### src/rtl/core/swrms_pkg.sv
// Shared widths, register indexes and helpers for the sliding-window RMS current meter.
`default_nettype none

package swrms_pkg;

    localparam int SAMPLE_W  = 10;
    localparam int GAIN_W    = 24;
    localparam int OUT_W     = 16;
    localparam int RMS_W     = 18;
    localparam int FRAC_W    = 16;
    localparam int SQ_W      = 2 * SAMPLE_W;
    localparam int QUO_W     = SQ_W + FRAC_W;
    localparam int SREM_W    = RMS_W + 2;
    localparam int PROD_W    = RMS_W + GAIN_W;
    localparam int CFG_IDX_W = 2;

    localparam logic [CFG_IDX_W-1:0] CFG_VOLT_GAIN    = 2'd0;
    localparam logic [CFG_IDX_W-1:0] CFG_CURRENT_GAIN = 2'd1;

    localparam logic [GAIN_W-1:0] GAIN_RESET = 24'd320313;

    typedef logic [SAMPLE_W-1:0] t_sample;
    typedef logic [GAIN_W-1:0]   t_gain;
    typedef logic [OUT_W-1:0]    t_out16;
    typedef logic [RMS_W-1:0]    t_rms;
    typedef logic [PROD_W-1:0]   t_prod;

    function automatic t_out16 sat16(input logic [RMS_W-1:0] v);
        if (v[RMS_W-1:OUT_W] != '0) begin
            return {OUT_W{1'b1}};
        end
        return v[OUT_W-1:0];
    endfunction

endpackage

`default_nettype wire

### src/rtl/core/sliding_window_rms_current_meter.sv
// Sliding-window RMS current meter: sample ring, running sum of squares, bit-serial divide and root.
//
// The oldest sample is read from the ring at the accepting edge. The states SQO, SQN and ACC
// then square the oldest sample, square the new one and update the sum of squares; the last
// of these also forms the sample gain product. The one-bit-per-cycle divider then scales the sum
// by 2^16 over the fill count, and the one-bit-per-cycle square root follows. The states MULV
// and MULI form the RMS gain products through the shared 18x24 multiplier. The FIN state loads
// the output register, and the block then returns to idle with the input stall low. All
// multiplications (both squares and the three gain products) use that one multiplier. The input
// stall stays high while an item is in work, and the output load waits while the previous result
// is still held in the output register. The ring clears through per-slot valid bits.
`default_nettype none

module sliding_window_rms_current_meter
    import swrms_pkg::*;
#(
    parameter int WINDOW = 64
) (
    input  wire                  i_clk,
    input  wire                  i_rst_n,
    input  wire                  i_cfg_we,
    input  wire [CFG_IDX_W-1:0]  i_cfg_index,
    input  wire [GAIN_W-1:0]     i_cfg_data,
    input  wire                  i_valid,
    output logic                 o_stall,
    input  wire [SAMPLE_W-1:0]   i_adc_sample,
    output logic                 o_valid,
    input  wire                  i_stall,
    output logic [OUT_W-1:0]     o_sample_millivolts,
    output logic [RMS_W-1:0]     o_rms_code,
    output logic [OUT_W-1:0]     o_rms_millivolts,
    output logic [OUT_W-1:0]     o_rms_milliamps
);

    localparam int SLOT_W  = (WINDOW > 1) ? $clog2(WINDOW) : 1;
    localparam int CNT_W   = $clog2(WINDOW + 1);
    localparam int REM_W   = CNT_W + 1;
    localparam int SUM_W   = SQ_W + $clog2(WINDOW);
    localparam int HI_W    = SUM_W - SQ_W;
    localparam int ITER_W  = $clog2(QUO_W);

    localparam logic [SLOT_W-1:0] SLOT_LAST = SLOT_W'(WINDOW - 1);
    localparam logic [CNT_W-1:0]  CNT_FULL  = CNT_W'(WINDOW);
    localparam logic [ITER_W-1:0] DIV_LAST  = ITER_W'(QUO_W - 1);
    localparam logic [ITER_W-1:0] SQRT_LAST = ITER_W'(RMS_W - 1);

    localparam logic [3:0] S_IDLE = 4'd0;
    localparam logic [3:0] S_SQO  = 4'd1;
    localparam logic [3:0] S_SQN  = 4'd2;
    localparam logic [3:0] S_ACC  = 4'd3;
    localparam logic [3:0] S_DIV  = 4'd4;
    localparam logic [3:0] S_SQRT = 4'd5;
    localparam logic [3:0] S_MULV = 4'd6;
    localparam logic [3:0] S_MULI = 4'd7;
    localparam logic [3:0] S_FIN  = 4'd8;

    logic [3:0]        r_state, n_state;
    logic [ITER_W-1:0] r_iter, n_iter;
    logic [SLOT_W-1:0] r_slot;
    logic [CNT_W-1:0]  r_cnt;
    logic [SUM_W-1:0]  r_sum, n_sum;
    logic [WINDOW-1:0] r_valid;
    t_gain             r_volt_gain;
    t_gain             r_cur_gain;
    logic              r_out_vld;

    t_sample           r_ring [WINDOW];
    t_sample           r_sample;
    t_sample           r_rd_data;
    logic              r_rd_vld;
    t_prod             r_prod;
    logic [REM_W-1:0]  r_rem;
    logic [QUO_W-1:0]  r_dvd;
    logic [SREM_W-1:0] r_srem;
    t_rms              r_root;
    t_out16            r_smv;
    t_out16            r_rmv;
    t_out16            r_o_smv;
    t_rms              r_o_rms;
    t_out16            r_o_rmv;
    t_out16            r_o_rma;

    logic              in_xfer;
    logic              out_free;
    logic              ring_we;
    t_sample           old_val;
    logic [RMS_W-1:0]  mul_a;
    t_gain             mul_b;
    t_prod             mul_p;
    logic [REM_W-1:0]  div_t;
    logic [REM_W-1:0]  div_d;
    logic              div_ge;
    logic [SREM_W-1:0] sq_t;
    logic [SREM_W-1:0] sq_trial;
    logic              sq_ge;

    assign in_xfer  = i_valid && !o_stall;
    assign out_free = !r_out_vld || !i_stall;
    assign ring_we  = (r_state == S_ACC);
    assign old_val  = r_rd_vld ? r_rd_data : '0;
    assign n_sum    = r_sum + r_prod[SUM_W-1:0];

    assign o_stall             = (r_state != S_IDLE);
    assign o_valid             = r_out_vld;
    assign o_sample_millivolts = r_o_smv;
    assign o_rms_code          = r_o_rms;
    assign o_rms_millivolts    = r_o_rmv;
    assign o_rms_milliamps     = r_o_rma;

    always_comb begin
        case (r_state)
            S_SQO: begin
                mul_a = RMS_W'(old_val);
                mul_b = GAIN_W'(old_val);
            end
            S_SQN: begin
                mul_a = RMS_W'(r_sample);
                mul_b = GAIN_W'(r_sample);
            end
            S_ACC: begin
                mul_a = RMS_W'(r_sample);
                mul_b = r_volt_gain;
            end
            S_MULV: begin
                mul_a = r_root;
                mul_b = r_volt_gain;
            end
            S_MULI: begin
                mul_a = r_root;
                mul_b = r_cur_gain;
            end
            default: begin
                mul_a = '0;
                mul_b = '0;
            end
        endcase
    end

    assign mul_p = PROD_W'(mul_a) * PROD_W'(mul_b);

    assign div_t  = {r_rem[CNT_W-1:0], r_dvd[QUO_W-1]};
    assign div_ge = (div_t >= {1'b0, r_cnt});
    assign div_d  = div_t - {1'b0, r_cnt};

    assign sq_t     = {r_srem[SREM_W-3:0], r_dvd[QUO_W-1:QUO_W-2]};
    assign sq_trial = {r_root, 2'b01};
    assign sq_ge    = (sq_t >= sq_trial);

    always_comb begin
        n_state = r_state;
        n_iter  = r_iter;
        case (r_state)
            S_IDLE: begin
                if (in_xfer) begin
                    n_state = S_SQO;
                end
            end
            S_SQO: n_state = S_SQN;
            S_SQN: n_state = S_ACC;
            S_ACC: begin
                n_state = S_DIV;
                n_iter  = '0;
            end
            S_DIV: begin
                if (r_iter == DIV_LAST) begin
                    n_state = S_SQRT;
                    n_iter  = '0;
                end else begin
                    n_iter = r_iter + 1'b1;
                end
            end
            S_SQRT: begin
                if (r_iter == SQRT_LAST) begin
                    n_state = S_MULV;
                    n_iter  = '0;
                end else begin
                    n_iter = r_iter + 1'b1;
                end
            end
            S_MULV: n_state = S_MULI;
            S_MULI: n_state = S_FIN;
            S_FIN: begin
                if (out_free) begin
                    n_state = S_IDLE;
                end
            end
            default: n_state = S_IDLE;
        endcase
    end

    always_ff @(posedge i_clk) begin
        if (!i_rst_n) begin
            r_state     <= S_IDLE;
            r_iter      <= '0;
            r_slot      <= SLOT_W'(1);
            r_cnt       <= CNT_W'(1);
            r_sum       <= '0;
            r_valid     <= '0;
            r_volt_gain <= GAIN_RESET;
            r_cur_gain  <= GAIN_RESET;
            r_out_vld   <= 1'b0;
        end else begin
            r_state <= n_state;
            r_iter  <= n_iter;
            if (i_cfg_we && i_cfg_index == CFG_VOLT_GAIN) begin
                r_volt_gain <= i_cfg_data;
            end
            if (i_cfg_we && i_cfg_index == CFG_CURRENT_GAIN) begin
                r_cur_gain <= i_cfg_data;
            end
            if (r_state == S_SQN) begin
                r_sum <= r_sum - r_prod[SUM_W-1:0];
            end
            if (ring_we) begin
                r_sum           <= n_sum;
                r_valid[r_slot] <= 1'b1;
                r_slot          <= (r_slot == SLOT_LAST) ? '0 : r_slot + 1'b1;
                if (r_cnt != CNT_FULL) begin
                    r_cnt <= r_cnt + 1'b1;
                end
            end
            if (r_state == S_FIN && out_free) begin
                r_out_vld <= 1'b1;
            end else if (r_out_vld && !i_stall) begin
                r_out_vld <= 1'b0;
            end
        end
    end

    always_ff @(posedge i_clk) begin
        if (ring_we) begin
            r_ring[r_slot] <= r_sample;
        end
        if (in_xfer) begin
            r_rd_data <= r_ring[r_slot];
            r_rd_vld  <= r_valid[r_slot];
            r_sample  <= i_adc_sample;
        end
    end

    always_ff @(posedge i_clk) begin
        case (r_state)
            S_SQO, S_SQN, S_MULV: begin
                r_prod <= mul_p;
            end
            S_ACC: begin
                r_prod <= mul_p;
                r_rem  <= {{(REM_W - HI_W){1'b0}}, n_sum[SUM_W-1:SQ_W]};
                r_dvd  <= {n_sum[SQ_W-1:0], {FRAC_W{1'b0}}};
            end
            S_DIV: begin
                r_smv  <= sat16(r_prod[SAMPLE_W+GAIN_W-1:FRAC_W]);
                r_rem  <= div_ge ? div_d : div_t;
                r_dvd  <= {r_dvd[QUO_W-2:0], div_ge};
                r_srem <= '0;
                r_root <= '0;
            end
            S_SQRT: begin
                r_srem <= sq_ge ? (sq_t - sq_trial) : sq_t;
                r_root <= {r_root[RMS_W-2:0], sq_ge};
                r_dvd  <= {r_dvd[QUO_W-3:0], 2'b00};
            end
            S_MULI: begin
                r_prod <= mul_p;
                r_rmv  <= sat16(r_prod[PROD_W-1:GAIN_W]);
            end
            S_FIN: begin
                if (out_free) begin
                    r_o_smv <= r_smv;
                    r_o_rms <= r_root;
                    r_o_rmv <= r_rmv;
                    r_o_rma <= sat16(r_prod[PROD_W-1:GAIN_W]);
                end
            end
            default: begin
            end
        endcase
    end

`ifndef NO_ASSERTIONS
    a_cnt_range: assert property (@(posedge i_clk) disable iff (!i_rst_n)
        (r_cnt != '0) && (r_cnt <= CNT_FULL))
        else $error("fill count out of range");

    a_slot_range: assert property (@(posedge i_clk) disable iff (!i_rst_n)
        r_slot <= SLOT_LAST)
        else $error("write slot out of range");

    a_div_rem: assert property (@(posedge i_clk) disable iff (!i_rst_n)
        (r_state == S_DIV) |-> (r_rem < {1'b0, r_cnt}))
        else $error("divider remainder not below count");

    a_busy_after_xfer: assert property (@(posedge i_clk) disable iff (!i_rst_n)
        in_xfer |=> (o_stall && !$stable(r_state)))
        else $error("input transfer did not start work");

    a_out_from_fin: assert property (@(posedge i_clk) disable iff (!i_rst_n)
        $rose(r_out_vld) |-> ($past(r_state) == S_FIN))
        else $error("result appeared outside final step");
`endif

endmodule

`default_nettype wire

### config.mk
export PLATFORM = sky130hd
export DESIGN_NAME = sliding_window_rms_current_meter
export DESIGN_NICKNAME = d
export VERILOG_FILES = /design/src/rtl/core/swrms_pkg.sv /design/src/rtl/core/sliding_window_rms_current_meter.sv
export SDC_FILE = /design/constraint.sdc
export NUM_CORES = 2
export LEC_CHECK = 0
export BUFFER_PORTS_ARGS = -buffer_cell sky130_fd_sc_hd__buf_2
export CAP_MARGIN = 20
export CORE_MARGIN = 2
export CORE_UTILIZATION = 55
export CTS_CLUSTER_DIAMETER = 30
export DETAILED_ROUTE_END_ITERATION = 16
export PLACE_DENSITY_LB_ADDON = 0.2
export SYNTH_ARGS = -nofsm -noshare
export SYNTH_HDL_FRONTEND = slang
export SYNTH_SLANG_ARGS = --single-unit
### constraint.sdc
create_clock -name i_clk -period 8.24 [get_ports i_clk]
set_input_delay 1.236 -clock i_clk [delete_from_list [all_inputs] [get_ports i_clk]]
set_output_delay 1.236 -clock i_clk [all_outputs]
set_load 0.03 [all_outputs]
==> impl_metrics.ini <==
[setup_path]
cp-end-kind = register
cpMaxStageDelayCell = fa_1
cp_top_family = adder cells
cp-start-kind = register
max_stage_delay_ns = 0.56
crit_cells = 24
cp.arrival_ns = 8.30
cp.required_ns = 8.74
crit_buf_inv = 6
rr_worst_depth = 24
crit_chain = nor3b_2, buf_4, buf_4, nand2_1, nand3_1, buf_4, nand2_1, fa_1, fa_1, inv_1, fa_1, inv_1, fa_1, fa_1, inv_1, ha_1, a211oi_2, nor2_1, a2111oi_2, o21ai_1, a211o_1, a2111oi_4, o21ai_2, xor2_1
critPathMaxFanout = 48
crit_top_cell = fa_1
crit_type = reg -> reg

[synthesis]
synthMuxAreaShare_pct = 1.015
synthArstFlopShare_pct = 0
ys.flop_type = edfxtp_1
synth_edf_count = 880
yosysWarnings = 0
seq_area_frac_synth_pct = 53.11
syn_inst = 4773
synth-seq-cells = 1042
syn_nets = 5367
yosysUniqueCellTypes = 81
synth_area_per_cell_um2 = 11.70
synth_fa_ha_area_share_pct = 17.16
synth_xor_area_share_pct = 1.662
synth_compound_area_share_pct = 11.51
synth_top_family_by_area = adder cells
syn-cell-area_um2 = 55860
synth-simple-area-share_pct = 10.44

[timing]
slew-limit-headroom_pct = 15.66
finalCriticalPeriod_ns = 7.805
skew_ns = 0.08569
slew_violations = 0
fin_crit_sh_pct = 94.72
tightest_slew_ns = 1.253
hold_viol = 0
tns_ns = 0
fmax_ghz = 0.1281
setup_viol = 0
grt_setup_unrepaired = false

[drt]
antenna_left = 0
drc = 0
drt_iter0_markers = 4664
routed_wl_mm = 157.2
via_per_inst = 6.042
routedWlPerCell_um = 24.23
firstDrtPassIters = 6
via_count = 39200

[floorplanning]
num_rows = 116
die_w_um = 322.7
io_pins = 109
coreArea_um2 = 100400
initial_core_util_pct = 55.62
fp.dieH_um = 322.7
die-area_um2 = 104100

[job]
cap_violations = 0

[clock_tree]
cts_tree = done
hold_buffers = 0
cts_htree_levels = 4
cts_root_buf = clkbuf_16
clk_pin_slew_ns = 0.05
cts_buffer_depth = 3
clk_latency_ns = 0.82
ctsResizeCount = 0
cts_sinks = 1042
cts_setup_buffers = 0
cts_buffers = 184

[place]
dp_cells = 6125
placed_area_um2 = 58400
dp_hpwl_mm = 106.5
port_buffers = 108
place_congestion = 0.9581

[hold_path]
hold_depth = 0
holdCritPathClass = reg -> reg

[global_routing]
grt_max_degree = 91
first_global_vias = 38070
grt_overflow = 0
grt_pass1_wl_mm = 237.3
antenna_found_initial = 11
grtUsageTotal_pct = 30.48

[finish]
instances_no_fill = 6488
nets = 5560
drive_gt1_share_pct = 12.48
final_area_um2 = 65100
area_delta_synth_final_pct = 16.53
final.fill_count = 7641

[power]
irDropWorstVdd_mv = 0.2777
p_leak_nw = 25.09
powerDensity_nw_per_um2 = 230.5

[run_status]
status = complete, no violations
metrics by stage:
step                      hold slack (ns)  utilization [%]  power, W  worst slack (ns)
final                              0.4143            64.81   0.01501            0.4349
after global routing               0.4181            64.81   0.01546           0.07068
after CTS                          0.4104            64.69   0.01505            0.3266
after detailed placement           0.4045            58.14  0.007326            0.3914
after global placement             0.4017            58.00  0.007304            0.4813
after floorplan                    0.4003                -  0.006899            0.7147
final timing paths:
check / startpoint / endpoint / slack [ns]
hold reg to reg: r_rmv[3]$_DFFE_PN_ / o_rms_millivolts[3]$_DFFE_PP_ / 0.41
setup / recovery: r_state[1]$_SDFFE_PN0P_ / r_prod[35]$_DFFE_PP_ / 0.43
hold / removal: r_rmv[3]$_DFFE_PN_ / o_rms_millivolts[3]$_DFFE_PP_ / 0.41
setup reg to reg: r_state[1]$_SDFFE_PN0P_ / r_prod[35]$_DFFE_PP_ / 0.43
sequential cells by signal, indices dropped and copies added, names as in the netlist, 4 cells and up:
name / flops
r_iter: 6
r_sum: 26
r_root: 18
r_cnt: 7
r_sample: 10
o_rms_milliamps: 16
r_dvd: 36
r_valid: 64
r_ring: 640
r_rd_data: 10
r_cur_gain: 24
r_prod: 42
r_state: 4
r_srem: 18
o_sample_millivolts: 16
r_volt_gain: 24
o_rms_millivolts: 16
o_rms_code: 18
r_rmv: 16
r_rem: 7
r_slot: 6
r_smv: 16
where the power goes:
| part | total [W] | switching [W] | leakage, nW | internal [W] |
|---|---|---|---|---|
| logic | 0.00128 | 0.000870 | 12.7 | 0.000413 |
| clock network | 0.00775 | 0.00281 | 3.12 | 0.00494 |
| registers | 0.00597 | 0.0000923 | 9.28 | 0.00588 |
| total | 0.0150 | 0.00377 | 25.1 | 0.0112 |
worst reg2reg max path, delay by kind of cell (launching register included):
family | cells | cell delay, ns
simple gates | 5 | 1.19
buf+inv | 6 | 1.24
xor+xnor | 1 | 0.15
fa+ha+maj | 6 | 2.93
compound gates | 6 | 1.58
flops | 1 | 0.47
cells in the final DEF (no fill, tap or decap), types with 35 or more instances in the layout:
master,Yosys,layout
ha_1,198,198
mux2i_1,51,51
buf_4,1,136
clkbuf_16,0,188
nand2_1,476,475
nand4_1,37,37
a22oi_1,232,231
xnor2_1,77,77
nor2_1,542,535
edfxtp_1,880,880
a221oi_1,70,70
a21oi_1,184,183
a22o_1,82,81
o21ai_0,85,84
dfxtp_1,162,160
or3_1,44,44
fa_1,355,355
nand3_1,76,76
inv_1,488,487
a31oi_1,81,81
buf_2,27,108
a21o_1,35,35
layer usage:
metal	global-route usage, %	routed length, µm	vias to the layer above
li1	-	-	17240
met3	6.976	17420	308
met1	44.45	65810	19520
met5	0	103	-
met2	45.49	69280	2115
met4	9.860	4595	18
layout make-up:
| class | instances | area (µm²) | area share (%) |
|---|---|---|---|
| Tap cell | 1357 | 1698 | 2.608 |
| Multi-Input combinational cell | 2981 | 23450 | 36.02 |
| Clock buffer | 218 | 4947 | 7.600 |
| Inverter | 491 | 1846 | 2.835 |
| Antenna cell | 1 | 2.502 | 0.003844 |
| Sequential cell | 1042 | 29670 | 45.58 |
| Timing Repair Buffer | 266 | 1853 | 2.847 |
| Clock inverter | 132 | 1627 | 2.499 |
cell families (layout without fill, tap and decap cells):
family / count (synthesis) / after routing
xor+xnor: 106 / 106
compound gates: 913 / 913
fa+ha+maj: 553 / 553
buf+inv: 750 / 1107
mux: 56 / 56
simple gates: 1353 / 1353
other cells: 0 / 1
flops: 1042 / 1042
synth_stat cells (5+ instances only):
library cell | count | area share [%]
a21boi_0 | 7 | 0.094
buf_1 | 24 | 0.16
nand2_1 | 476 | 3.2
and3_1 | 31 | 0.35
a22oi_1 | 232 | 3.1
o21bai_1 | 16 | 0.22
a21oi_1 | 184 | 1.6
or3_1 | 44 | 0.49
o31ai_1 | 8 | 0.11
a221oi_1 | 70 | 1.1
o211ai_1 | 6 | 0.081
a22o_1 | 82 | 1.3
buf_2 | 27 | 0.24
clkbuf_1 | 207 | 1.4
fa_1 | 355 | 13
a211oi_1 | 22 | 0.30
a211o_1 | 8 | 0.13
mux2i_1 | 51 | 0.91
dfxtp_1 | 162 | 5.8
a21o_1 | 35 | 0.47
and2_1 | 17 | 0.19
o21a_1 | 13 | 0.17
a31oi_1 | 81 | 0.91
ha_1 | 198 | 4.4
mux2_2 | 5 | 0.10
nor2b_1 | 30 | 0.34
nor2_1 | 542 | 3.6
edfxtp_1 | 880 | 47
nand2b_1 | 18 | 0.20
nor3_1 | 31 | 0.28
xor2_1 | 29 | 0.45
o21ai_0 | 85 | 0.76
nand3_1 | 76 | 0.68
nand4_1 | 37 | 0.41
nor3b_1 | 11 | 0.15
xnor2_1 | 77 | 1.2
or3b_2 | 5 | 0.078
o2111ai_1 | 5 | 0.078
inv_1 | 488 | 3.3
nor4_1 | 18 | 0.20
o211a_1 | 5 | 0.090
(Power assumes the default switching activity.)
